===== src/design/memory_hard_block_mixer_unit_defines.svh =====
// Assertion macros shared by the mixer RTL.
// Used by memory_hard_block_mixer_unit.sv; expects clk and rst in scope.
`ifndef MEMORY_HARD_BLOCK_MIXER_UNIT_DEFINES_SVH
`define MEMORY_HARD_BLOCK_MIXER_UNIT_DEFINES_SVH

// same-cycle implication
`define MHBM_ASSERT_NOW(lbl, ante, cons, msg) \
  lbl: assert property (@(posedge clk) disable iff (rst) (ante) |-> (cons)) else $error(msg);

// next-cycle implication
`define MHBM_ASSERT_NEXT(lbl, ante, cons, msg) \
  lbl: assert property (@(posedge clk) disable iff (rst) (ante) |=> (cons)) else $error(msg);

`endif


===== src/design/mhbm_pkg.sv =====
// Types and constants for the memory-hard block mixer.
// No dependencies; used by memory_hard_block_mixer_unit.sv and mhbm_mul.sv.
`timescale 1ns / 1ps
`default_nettype none

package mhbm_pkg;

  localparam int WORD_W  = 32;
  localparam int CHAIN_W = 64;
  localparam int KIND_W  = 2;
  localparam int ADDR_W  = 3;
  localparam int CFG_W   = 4;

  localparam logic [KIND_W-1:0] KIND_LOAD = 2'd0;
  localparam logic [KIND_W-1:0] KIND_MIX  = 2'd1;
  localparam logic [KIND_W-1:0] KIND_READ = 2'd2;

  localparam logic [ADDR_W-1:0] ADDR_CHAIN_MULT = 3'd0;
  localparam logic [CFG_W-1:0]  CHAIN_MULT_RESET = 4'd2;

  typedef enum logic [2:0] {
    ST_IDLE,
    ST_CHAIN_MUL,
    ST_CHAIN_MIX,
    ST_MIX,
    ST_READ
  } state_t;

endpackage

`default_nettype wire


===== src/design/memory_hard_block_mixer_unit.sv =====
// Top level of the memory-hard block mixer: state words, chain sequencer,
// output register and APB configuration. Depends on mhbm_pkg, mhbm_mul
// and memory_hard_block_mixer_unit_defines.svh.
//
// Usage:
//   Input channel in_valid/in_stall carries one request: kind 0 loads a
//   state word, kind 1 mixes one word, kind 2 reads out all eight words.
//   Output channel out_valid/out_stall carries out_word, chain_out, last.
//   A load gives no result. A mix gives one result; at word position 0 it
//   first runs min(chain_multiplies, 8) chain steps through one shared
//   multiplier (multiply, then xor/add). A read gives eight results, one
//   per cycle while out_stall is low. in_stall is high while a request is
//   in progress. A result waits in the output register while out_stall is
//   high; the sequencer holds until the register frees and takes no new
//   request meanwhile.
//   chain_multiplies sits at byte address 0 of the APB port, reset value 2.
//   Reset clears the state words to 0, multipliers to 1, chain value to 1,
//   random word and position to 0, and empties the output register.
`include "memory_hard_block_mixer_unit_defines.svh"
`timescale 1ns / 1ps
`default_nettype none

module memory_hard_block_mixer_unit #(
  parameter int STATE_WORDS = 8
) (
  input  wire logic                              clk,
  input  wire logic                              rst,
  input  wire logic                              psel,
  input  wire logic                              penable,
  input  wire logic                              pwrite,
  input  wire logic [mhbm_pkg::ADDR_W-1:0]       paddr,
  input  wire logic [31:0]                       pwdata,
  output logic      [31:0]                       prdata,
  output logic                                   pready,
  input  wire logic                              in_valid,
  output logic                                   in_stall,
  input  wire logic [mhbm_pkg::KIND_W-1:0]       kind,
  input  wire logic [$clog2(STATE_WORDS)-1:0]    word_index,
  input  wire logic [mhbm_pkg::WORD_W-1:0]       load_value,
  input  wire logic [mhbm_pkg::WORD_W-1:0]       from_word,
  input  wire logic [mhbm_pkg::WORD_W-1:0]       prev_word,
  input  wire logic                              subblock_start,
  output logic                                   out_valid,
  input  wire logic                              out_stall,
  output logic      [mhbm_pkg::WORD_W-1:0]       out_word,
  output logic      [mhbm_pkg::CHAIN_W-1:0]      chain_out,
  output logic                                   last
);

  localparam int IDX_W = $clog2(STATE_WORDS);
  localparam int CNT_W = $clog2(STATE_WORDS + 1);
  localparam logic [IDX_W-1:0] LAST_IDX = IDX_W'(STATE_WORDS - 1);

  mhbm_pkg::state_t state, state_next;

  logic [mhbm_pkg::WORD_W-1:0]  hash_state [STATE_WORDS];
  logic [mhbm_pkg::WORD_W-1:0]  odd_mult   [STATE_WORDS];
  logic [mhbm_pkg::CHAIN_W-1:0] chain;
  logic [mhbm_pkg::WORD_W-1:0]  rand_word;
  logic [IDX_W-1:0]             pos;
  logic [CNT_W-1:0]             step_cnt;
  logic [mhbm_pkg::CFG_W-1:0]   chain_mult;
  logic [mhbm_pkg::WORD_W-1:0]  from_q;
  logic [mhbm_pkg::WORD_W-1:0]  prev_q;

  logic                         in_accept;
  logic                         out_free;
  logic                         cfg_write;
  logic [CNT_W-1:0]             steps;
  logic [IDX_W-1:0]             rd_idx;
  logic [mhbm_pkg::WORD_W-1:0]  rd_word;
  logic [mhbm_pkg::WORD_W-1:0]  mix_sum;
  logic [mhbm_pkg::WORD_W-1:0]  mix_word;
  logic [mhbm_pkg::CHAIN_W-1:0] product;
  logic                         mul_en;

  assign pready    = 1'b1;
  assign cfg_write = psel && penable && pwrite && pready;
  assign prdata    = (paddr == mhbm_pkg::ADDR_CHAIN_MULT) ? 32'(chain_mult) : 32'd0;

  assign in_stall  = (state != mhbm_pkg::ST_IDLE);
  assign in_accept = in_valid && !in_stall;
  assign out_free  = !out_valid || !out_stall;

  assign steps    = (chain_mult > mhbm_pkg::CFG_W'(STATE_WORDS))
                    ? CNT_W'(STATE_WORDS) : CNT_W'(chain_mult);
  assign rd_idx   = (state == mhbm_pkg::ST_READ) ? step_cnt[IDX_W-1:0] : pos;
  assign rd_word  = hash_state[rd_idx];
  assign mix_sum  = (rd_word + prev_q) ^ from_q;
  assign mix_word = {mix_sum[mhbm_pkg::WORD_W-9:0], mix_sum[mhbm_pkg::WORD_W-1:mhbm_pkg::WORD_W-8]};
  assign mul_en   = (state == mhbm_pkg::ST_CHAIN_MUL);

  mhbm_mul u_mul (
    .clk     (clk),
    .en      (mul_en),
    .a       (chain[mhbm_pkg::WORD_W-1:0]),
    .b       (odd_mult[step_cnt[IDX_W-1:0]]),
    .product (product)
  );

  always_ff @(posedge clk) begin
    if (rst) begin
      state <= mhbm_pkg::ST_IDLE;
    end else begin
      state <= state_next;
    end
  end

  always_comb begin
    state_next = state;
    case (state)
      mhbm_pkg::ST_IDLE: begin
        if (in_accept && kind == mhbm_pkg::KIND_MIX) begin
          if (pos == '0 && steps != '0) begin
            state_next = mhbm_pkg::ST_CHAIN_MUL;
          end else begin
            state_next = mhbm_pkg::ST_MIX;
          end
        end else if (in_accept && kind == mhbm_pkg::KIND_READ) begin
          state_next = mhbm_pkg::ST_READ;
        end
      end
      mhbm_pkg::ST_CHAIN_MUL: state_next = mhbm_pkg::ST_CHAIN_MIX;
      mhbm_pkg::ST_CHAIN_MIX: begin
        if (step_cnt + CNT_W'(1) == steps) begin
          state_next = mhbm_pkg::ST_MIX;
        end else begin
          state_next = mhbm_pkg::ST_CHAIN_MUL;
        end
      end
      mhbm_pkg::ST_MIX: begin
        if (out_free) begin
          state_next = mhbm_pkg::ST_IDLE;
        end
      end
      mhbm_pkg::ST_READ: begin
        if (out_free && step_cnt[IDX_W-1:0] == LAST_IDX) begin
          state_next = mhbm_pkg::ST_IDLE;
        end
      end
      default: state_next = mhbm_pkg::ST_IDLE;
    endcase
  end

  always_ff @(posedge clk) begin
    if (rst) begin
      chain_mult <= mhbm_pkg::CHAIN_MULT_RESET;
    end else if (cfg_write && paddr == mhbm_pkg::ADDR_CHAIN_MULT) begin
      chain_mult <= pwdata[mhbm_pkg::CFG_W-1:0];
    end
  end

  always_ff @(posedge clk) begin
    if (rst) begin
      for (int i = 0; i < STATE_WORDS; i++) begin
        hash_state[i] <= '0;
        odd_mult[i]   <= mhbm_pkg::WORD_W'(1);
      end
      chain     <= mhbm_pkg::CHAIN_W'(1);
      rand_word <= '0;
      pos       <= '0;
      step_cnt  <= '0;
    end else begin
      case (state)
        mhbm_pkg::ST_IDLE: begin
          step_cnt <= '0;
          if (in_accept && kind == mhbm_pkg::KIND_LOAD) begin
            hash_state[word_index] <= load_value;
            odd_mult[word_index]   <= load_value | mhbm_pkg::WORD_W'(1);
            if (word_index == '0) begin
              chain <= mhbm_pkg::CHAIN_W'(1);
              pos   <= '0;
            end
          end else if (in_accept && kind == mhbm_pkg::KIND_MIX) begin
            if (subblock_start) begin
              rand_word <= from_word;
            end
          end
        end
        mhbm_pkg::ST_CHAIN_MIX: begin
          chain     <= product ^ mhbm_pkg::CHAIN_W'(rand_word);
          rand_word <= rand_word + product[mhbm_pkg::CHAIN_W-1:mhbm_pkg::WORD_W];
          step_cnt  <= step_cnt + CNT_W'(1);
        end
        mhbm_pkg::ST_MIX: begin
          if (out_free) begin
            hash_state[pos] <= mix_word;
            pos             <= (pos == LAST_IDX) ? '0 : pos + IDX_W'(1);
          end
        end
        mhbm_pkg::ST_READ: begin
          if (out_free) begin
            step_cnt <= step_cnt + CNT_W'(1);
          end
        end
        default: begin
        end
      endcase
    end
  end

  always_ff @(posedge clk) begin
    if (in_accept && kind == mhbm_pkg::KIND_MIX) begin
      from_q <= from_word;
      prev_q <= prev_word;
    end
  end

  always_ff @(posedge clk) begin
    if (rst) begin
      out_valid <= 1'b0;
    end else if (state == mhbm_pkg::ST_MIX && out_free) begin
      out_valid <= 1'b1;
    end else if (state == mhbm_pkg::ST_READ && out_free) begin
      out_valid <= 1'b1;
    end else if (!out_stall) begin
      out_valid <= 1'b0;
    end
  end

  always_ff @(posedge clk) begin
    if (state == mhbm_pkg::ST_MIX && out_free) begin
      out_word  <= mix_word;
      chain_out <= chain;
      last      <= 1'b1;
    end else if (state == mhbm_pkg::ST_READ && out_free) begin
      out_word  <= rd_word;
      chain_out <= chain;
      last      <= (step_cnt[IDX_W-1:0] == LAST_IDX);
    end
  end

  `MHBM_ASSERT_NOW(a_chain_bound, state == mhbm_pkg::ST_CHAIN_MUL, step_cnt < steps, "chain step beyond limit")
  `MHBM_ASSERT_NEXT(a_mul_then_mix, state == mhbm_pkg::ST_CHAIN_MUL, state == mhbm_pkg::ST_CHAIN_MIX, "multiply not followed by chain update")
  `MHBM_ASSERT_NEXT(a_mix_no_chain, in_accept && kind == mhbm_pkg::KIND_MIX && pos != '0, state == mhbm_pkg::ST_MIX, "chain ran off group boundary")
  `MHBM_ASSERT_NEXT(a_read_last, state == mhbm_pkg::ST_READ && out_free && step_cnt[IDX_W-1:0] == LAST_IDX, out_valid && last && state == mhbm_pkg::ST_IDLE, "read-out did not end with last")

endmodule

`default_nettype wire


===== src/design/mhbm_mul.sv =====
// Shared 32x32 multiplier with a registered 64-bit product.
// Depends on mhbm_pkg for widths.
`timescale 1ns / 1ps
`default_nettype none

module mhbm_mul (
  input  wire logic                          clk,
  input  wire logic                          en,
  input  wire logic [mhbm_pkg::WORD_W-1:0]   a,
  input  wire logic [mhbm_pkg::WORD_W-1:0]   b,
  output logic      [mhbm_pkg::CHAIN_W-1:0]  product
);

  always_ff @(posedge clk) begin
    if (en) begin
      product <= mhbm_pkg::CHAIN_W'(a) * mhbm_pkg::CHAIN_W'(b);
    end
  end

endmodule

`default_nettype wire


===== config.mk =====
export PLATFORM = sky130hd
export DESIGN_NAME = memory_hard_block_mixer_unit
export DESIGN_NICKNAME = d
export VERILOG_FILES = /design/src/design/mhbm_pkg.sv /design/src/design/memory_hard_block_mixer_unit.sv /design/src/design/mhbm_mul.sv
export VERILOG_INCLUDE_DIRS = /design/src /design/src/design
export SDC_FILE = /design/constraint.sdc
export NUM_CORES = 2
export LEC_CHECK = 0
export BUFFER_PORTS_ARGS = -buffer_cell sky130_fd_sc_hd__buf_2
export CAP_MARGIN = 20
export CORE_MARGIN = 5
export CORE_UTILIZATION = 29
export CTS_BUF_LIST = sky130_fd_sc_hd__clkbuf_4 sky130_fd_sc_hd__clkbuf_8
export DETAILED_ROUTE_END_ITERATION = 10
export PLACE_DENSITY = 0.48
export SYNTH_ARGS = -nofsm -noshare
export SYNTH_HDL_FRONTEND = slang
export SYNTH_HIERARCHICAL = 1
export SYNTH_SLANG_ARGS = --single-unit

===== constraint.sdc =====
create_clock -name clk -period 24.7 [get_ports clk]
set_input_delay 4.94 -clock clk [delete_from_list [all_inputs] [get_ports clk]]
set_output_delay 4.94 -clock clk [all_outputs]
set_load 0.01 [all_outputs]

==> results.py <==
metrics = {
    "sta": {
        "finalMaxSlewViolations": 0,
        "fmaxAchievable_mhz": 94.3,
        "report.final.hold_viol_count": 0,
        "min_period_over_period": 0.429,
        "period_needed_ns": 10.61,
        "finalSetupViolCount": 0,
        "timing.setup.tns_ns": 0,
        "finClkSkew_ns": 0.0699,
        "tightest_slew_ns": 1.11,
        "grt_setup_unrepaired": "no",
        "max-slew-margin-rel": 0.258,
    },
    "clock_tree": {
        "cts.clk_slew.worst_paths_ns": 0.06,
        "worst_skew_pair.late_latency_ns": 0.93,
        "clock_tree.htree_level_count": 4,
        "cts_tree": "done",
        "cts_num_sinks": 843,
        "cts_resized": 0,
        "max-clock-path-buffers": 3,
        "cts_buffers": 145,
        "cts.root.buffer_cell": "clkbuf_8",
        "cts.repair_timing.setup_buffer_count": 0,
        "number_of_buffers_inserted_by_hold_repair_at_cts": 0,
    },
    "floorplan": {
        "start_util": 0.292,
        "dieHeight_microns": 508,
        "rows": 182,
        "dieWidth_microns": 508,
        "floorplan.die_area_sq_um": 258000,
        "io-pin-count": 276,
        "core_area_sq_um": 246000,
    },
    "logic_synthesis": {
        "fraction_of_synthesis_flops_using_an_asynchronous_set_or_reset_pin": 0,
        "postSynthRegisterBits": 843,
        "post_synth_num_cell_types": 78,
        "netlist.area_leader.share": 0.304,
        "yosys.cell_count.top_type": "fa_1",
        "top_cells_by_area_synth": "edfxtp_1 30%, fa_1 25%, and2_1 7.6%",
        "synth.cells.most_frequent": "898 x fa_1, 891 x inv_1, 868 x and2_1",
        "synth_area_leader_cell": "edfxtp_1",
        "synth_area_sq_um": 71800,
        "synth-warning-count": 6,
        "syn_area_per_cell_sq_um": 10.5,
        "synth_edf_count": 728,
        "syn_inst": 6825,
        "yosys_most_used_dff": "edfxtp_1",
        "synth-seq-area-share": 0.337,
    },
    "detailed_routing": {
        "detail_route.drc_violations": 0,
        "vias_per_cell": 4.83,
        "wirelength_microns": 232000,
        "via_count": 49700,
        "detail-route-antenna-nets": 0,
        "detailedRoute.firstIterationViolations": 3644,
        "drtPass1Iterations": 6,
        "detail_route.wl_per_cell_microns": 22.5,
    },
    "place": {
        "dp.final_hpwl_microns": 166000,
        "portBuffers": 218,
        "dp_cells": 10000,
        "detailed_place.area_sq_um": 76200,
        "place.gp.congestion": 0.881,
    },
    "grt": {
        "grt_start_max_net_pins": 72,
        "wire_length_of_the_first_global_routing_pass_microns": 348000,
        "global_route.usage.total": 0.179,
        "overflow": 0,
        "grt_antenna_before_repair": 23,
        "grt_pass1_vias": 52900,
    },
    "power": {
        "p_leak_uw": 0.0340,
        "total_power_uw": 3500,
        "vdd.ir_drop.worst_mv": 0.0512,
        "power_density_nw_per_um2": 44.1,
    },
    "status": {
        "run_status": "completed",
    },
    "worst_setup_path": {
        "critPathKind": "input pin to primary output",
        "worst_ep_required_ns": 19.76,
        "timing.critical_path.fanout_max": 5,
        "crit_arrival_ns": 5.67,
        "timing.critical_path.from_type": "input pin",
        "crit_path_end_kind": "primary output",
    },
    "min_path": {
        "hold_path.class": "register to register",
    },
    "final_layout": {
        "drive_above_1_share": 0.105,
        "total_non_filler_cell_area_in_the_finished_layout_sq_um": 79300,
        "syn_to_final_growth_pct": 10.4,
        "layout.nets": 8253,
        "final_cells": 10300,
    },
    "run": {
        "cap_violations": 0,
    },
}
==> final timing paths <==
kind	start	end	slack (ns)	cells past startpoint
setup / recovery	paddr[1]	prdata[1]	14.09	4
hold / removal	chain[34]$_SDFFE_PP0P_	chain_out[34]$_DFFE_PP_	0.44	0
hold reg to reg	chain[34]$_SDFFE_PP0P_	chain_out[34]$_DFFE_PP_	0.44	0
setup reg to reg	register	u_mul/product[60]$_DFFE_PP_	14.13	25
==> registers in the layout, summed over array words and instances (netlist names), named ones only <==
signal / cells
chain: 64
chain_mult: 4
chain_out: 64
from_q: 32
hash_state: 256
last: 1
odd_mult: 248
out_valid: 1
out_word: 32
pos: 3
prev_q: 32
rand_word: 32
state: 3
step_cnt: 4
u_mul/product: 64
==> power by group <==
part           switching, uW  leakage [uW]  total, uW  internal, uW
Sequential              27.0       0.00821       1630          1600
Combinational            349        0.0242        516           167
Clock                    642       0.00157       1350           711
Total                   1020        0.0340       3500          2480
==> cell usage in the layout, fill, tap and decap left out, types with 101 or more instances in the layout <==
cell      Yosys  layout
nor2_1      385     377
nand2_1     829     827
inv_1       891     891
o21ai_0     126     126
a21oi_1     164     161
fa_1        898     898
xnor2_1     101     101
buf_2        31     217
edfxtp_1    728     728
buf_4        30     101
and2_1      868     867
ha_1        333     333
dfxtp_1     115     112
clkbuf_8      0     154
==> per-layer routing <==
metal | GRT usage | part of all wire | vias to the layer above
met5 | 0 | 0.00014 | -
met4 | 0.0545 | 0.030 | 6
met3 | 0.0283 | 0.058 | 283
met2 | 0.301 | 0.48 | 1420
met1 | 0.239 | 0.43 | 25900
li1 | - | - | 22100
==> per-stage QoR <==
| step | worst slack, ns | utilization | hold slack, ns |
|---|---|---|---|
| 3_5_place_dp | 14.08 | 0.310 | 0.424 |
| 4_1_cts | 14.08 | 0.322 | 0.438 |
| 6_report | 14.09 | 0.322 | 0.437 |
| 3_3_place_gp | 14.11 | 0.310 | 0.417 |
| 2_1_floorplan | 14.34 | - | 0.408 |
| 5_1_grt | 13.72 | 0.322 | 0.443 |
==> cells by family (layout without fill, tap and decap cells) <==
kind of cell / count (synthesis) / in the layout / share of synthesized area
DFF: 843 / 843 / 0.337
and+or+nand+nor: 2378 / 2378 / 0.163
AOI/OAI and AO/OA: 693 / 693 / 0.0635
xor gates and xnor gates: 183 / 183 / 0.0223
muxes: 159 / 159 / 0.0339
other: 2 / 43 / 0.000105
buffers and inverters: 1336 / 1466 / 0.0720
adders and majority gates: 1231 / 1231 / 0.308
==> final cells by class <==
cell class | count | area (sq um)
Timing Repair Buffer | 319 | 1860
Inverter | 891 | 3340
Clock inverter | 65 | 597
Clock buffer | 191 | 2400
Antenna cell | 9 | 22.5
Fill cell | 25300 | 167000
Sequential cell | 843 | 24200
Tap cell | 3312 | 4140
Multi-Input combinational cell | 4678 | 42700
==> worst max-delay path: stages <==
cell and delay, ns:
buf_2 0.09, nor3_1 0.33, and2_1 0.18, buf_2 0.12
Note: power is estimated with default switching activity, not from simulation.
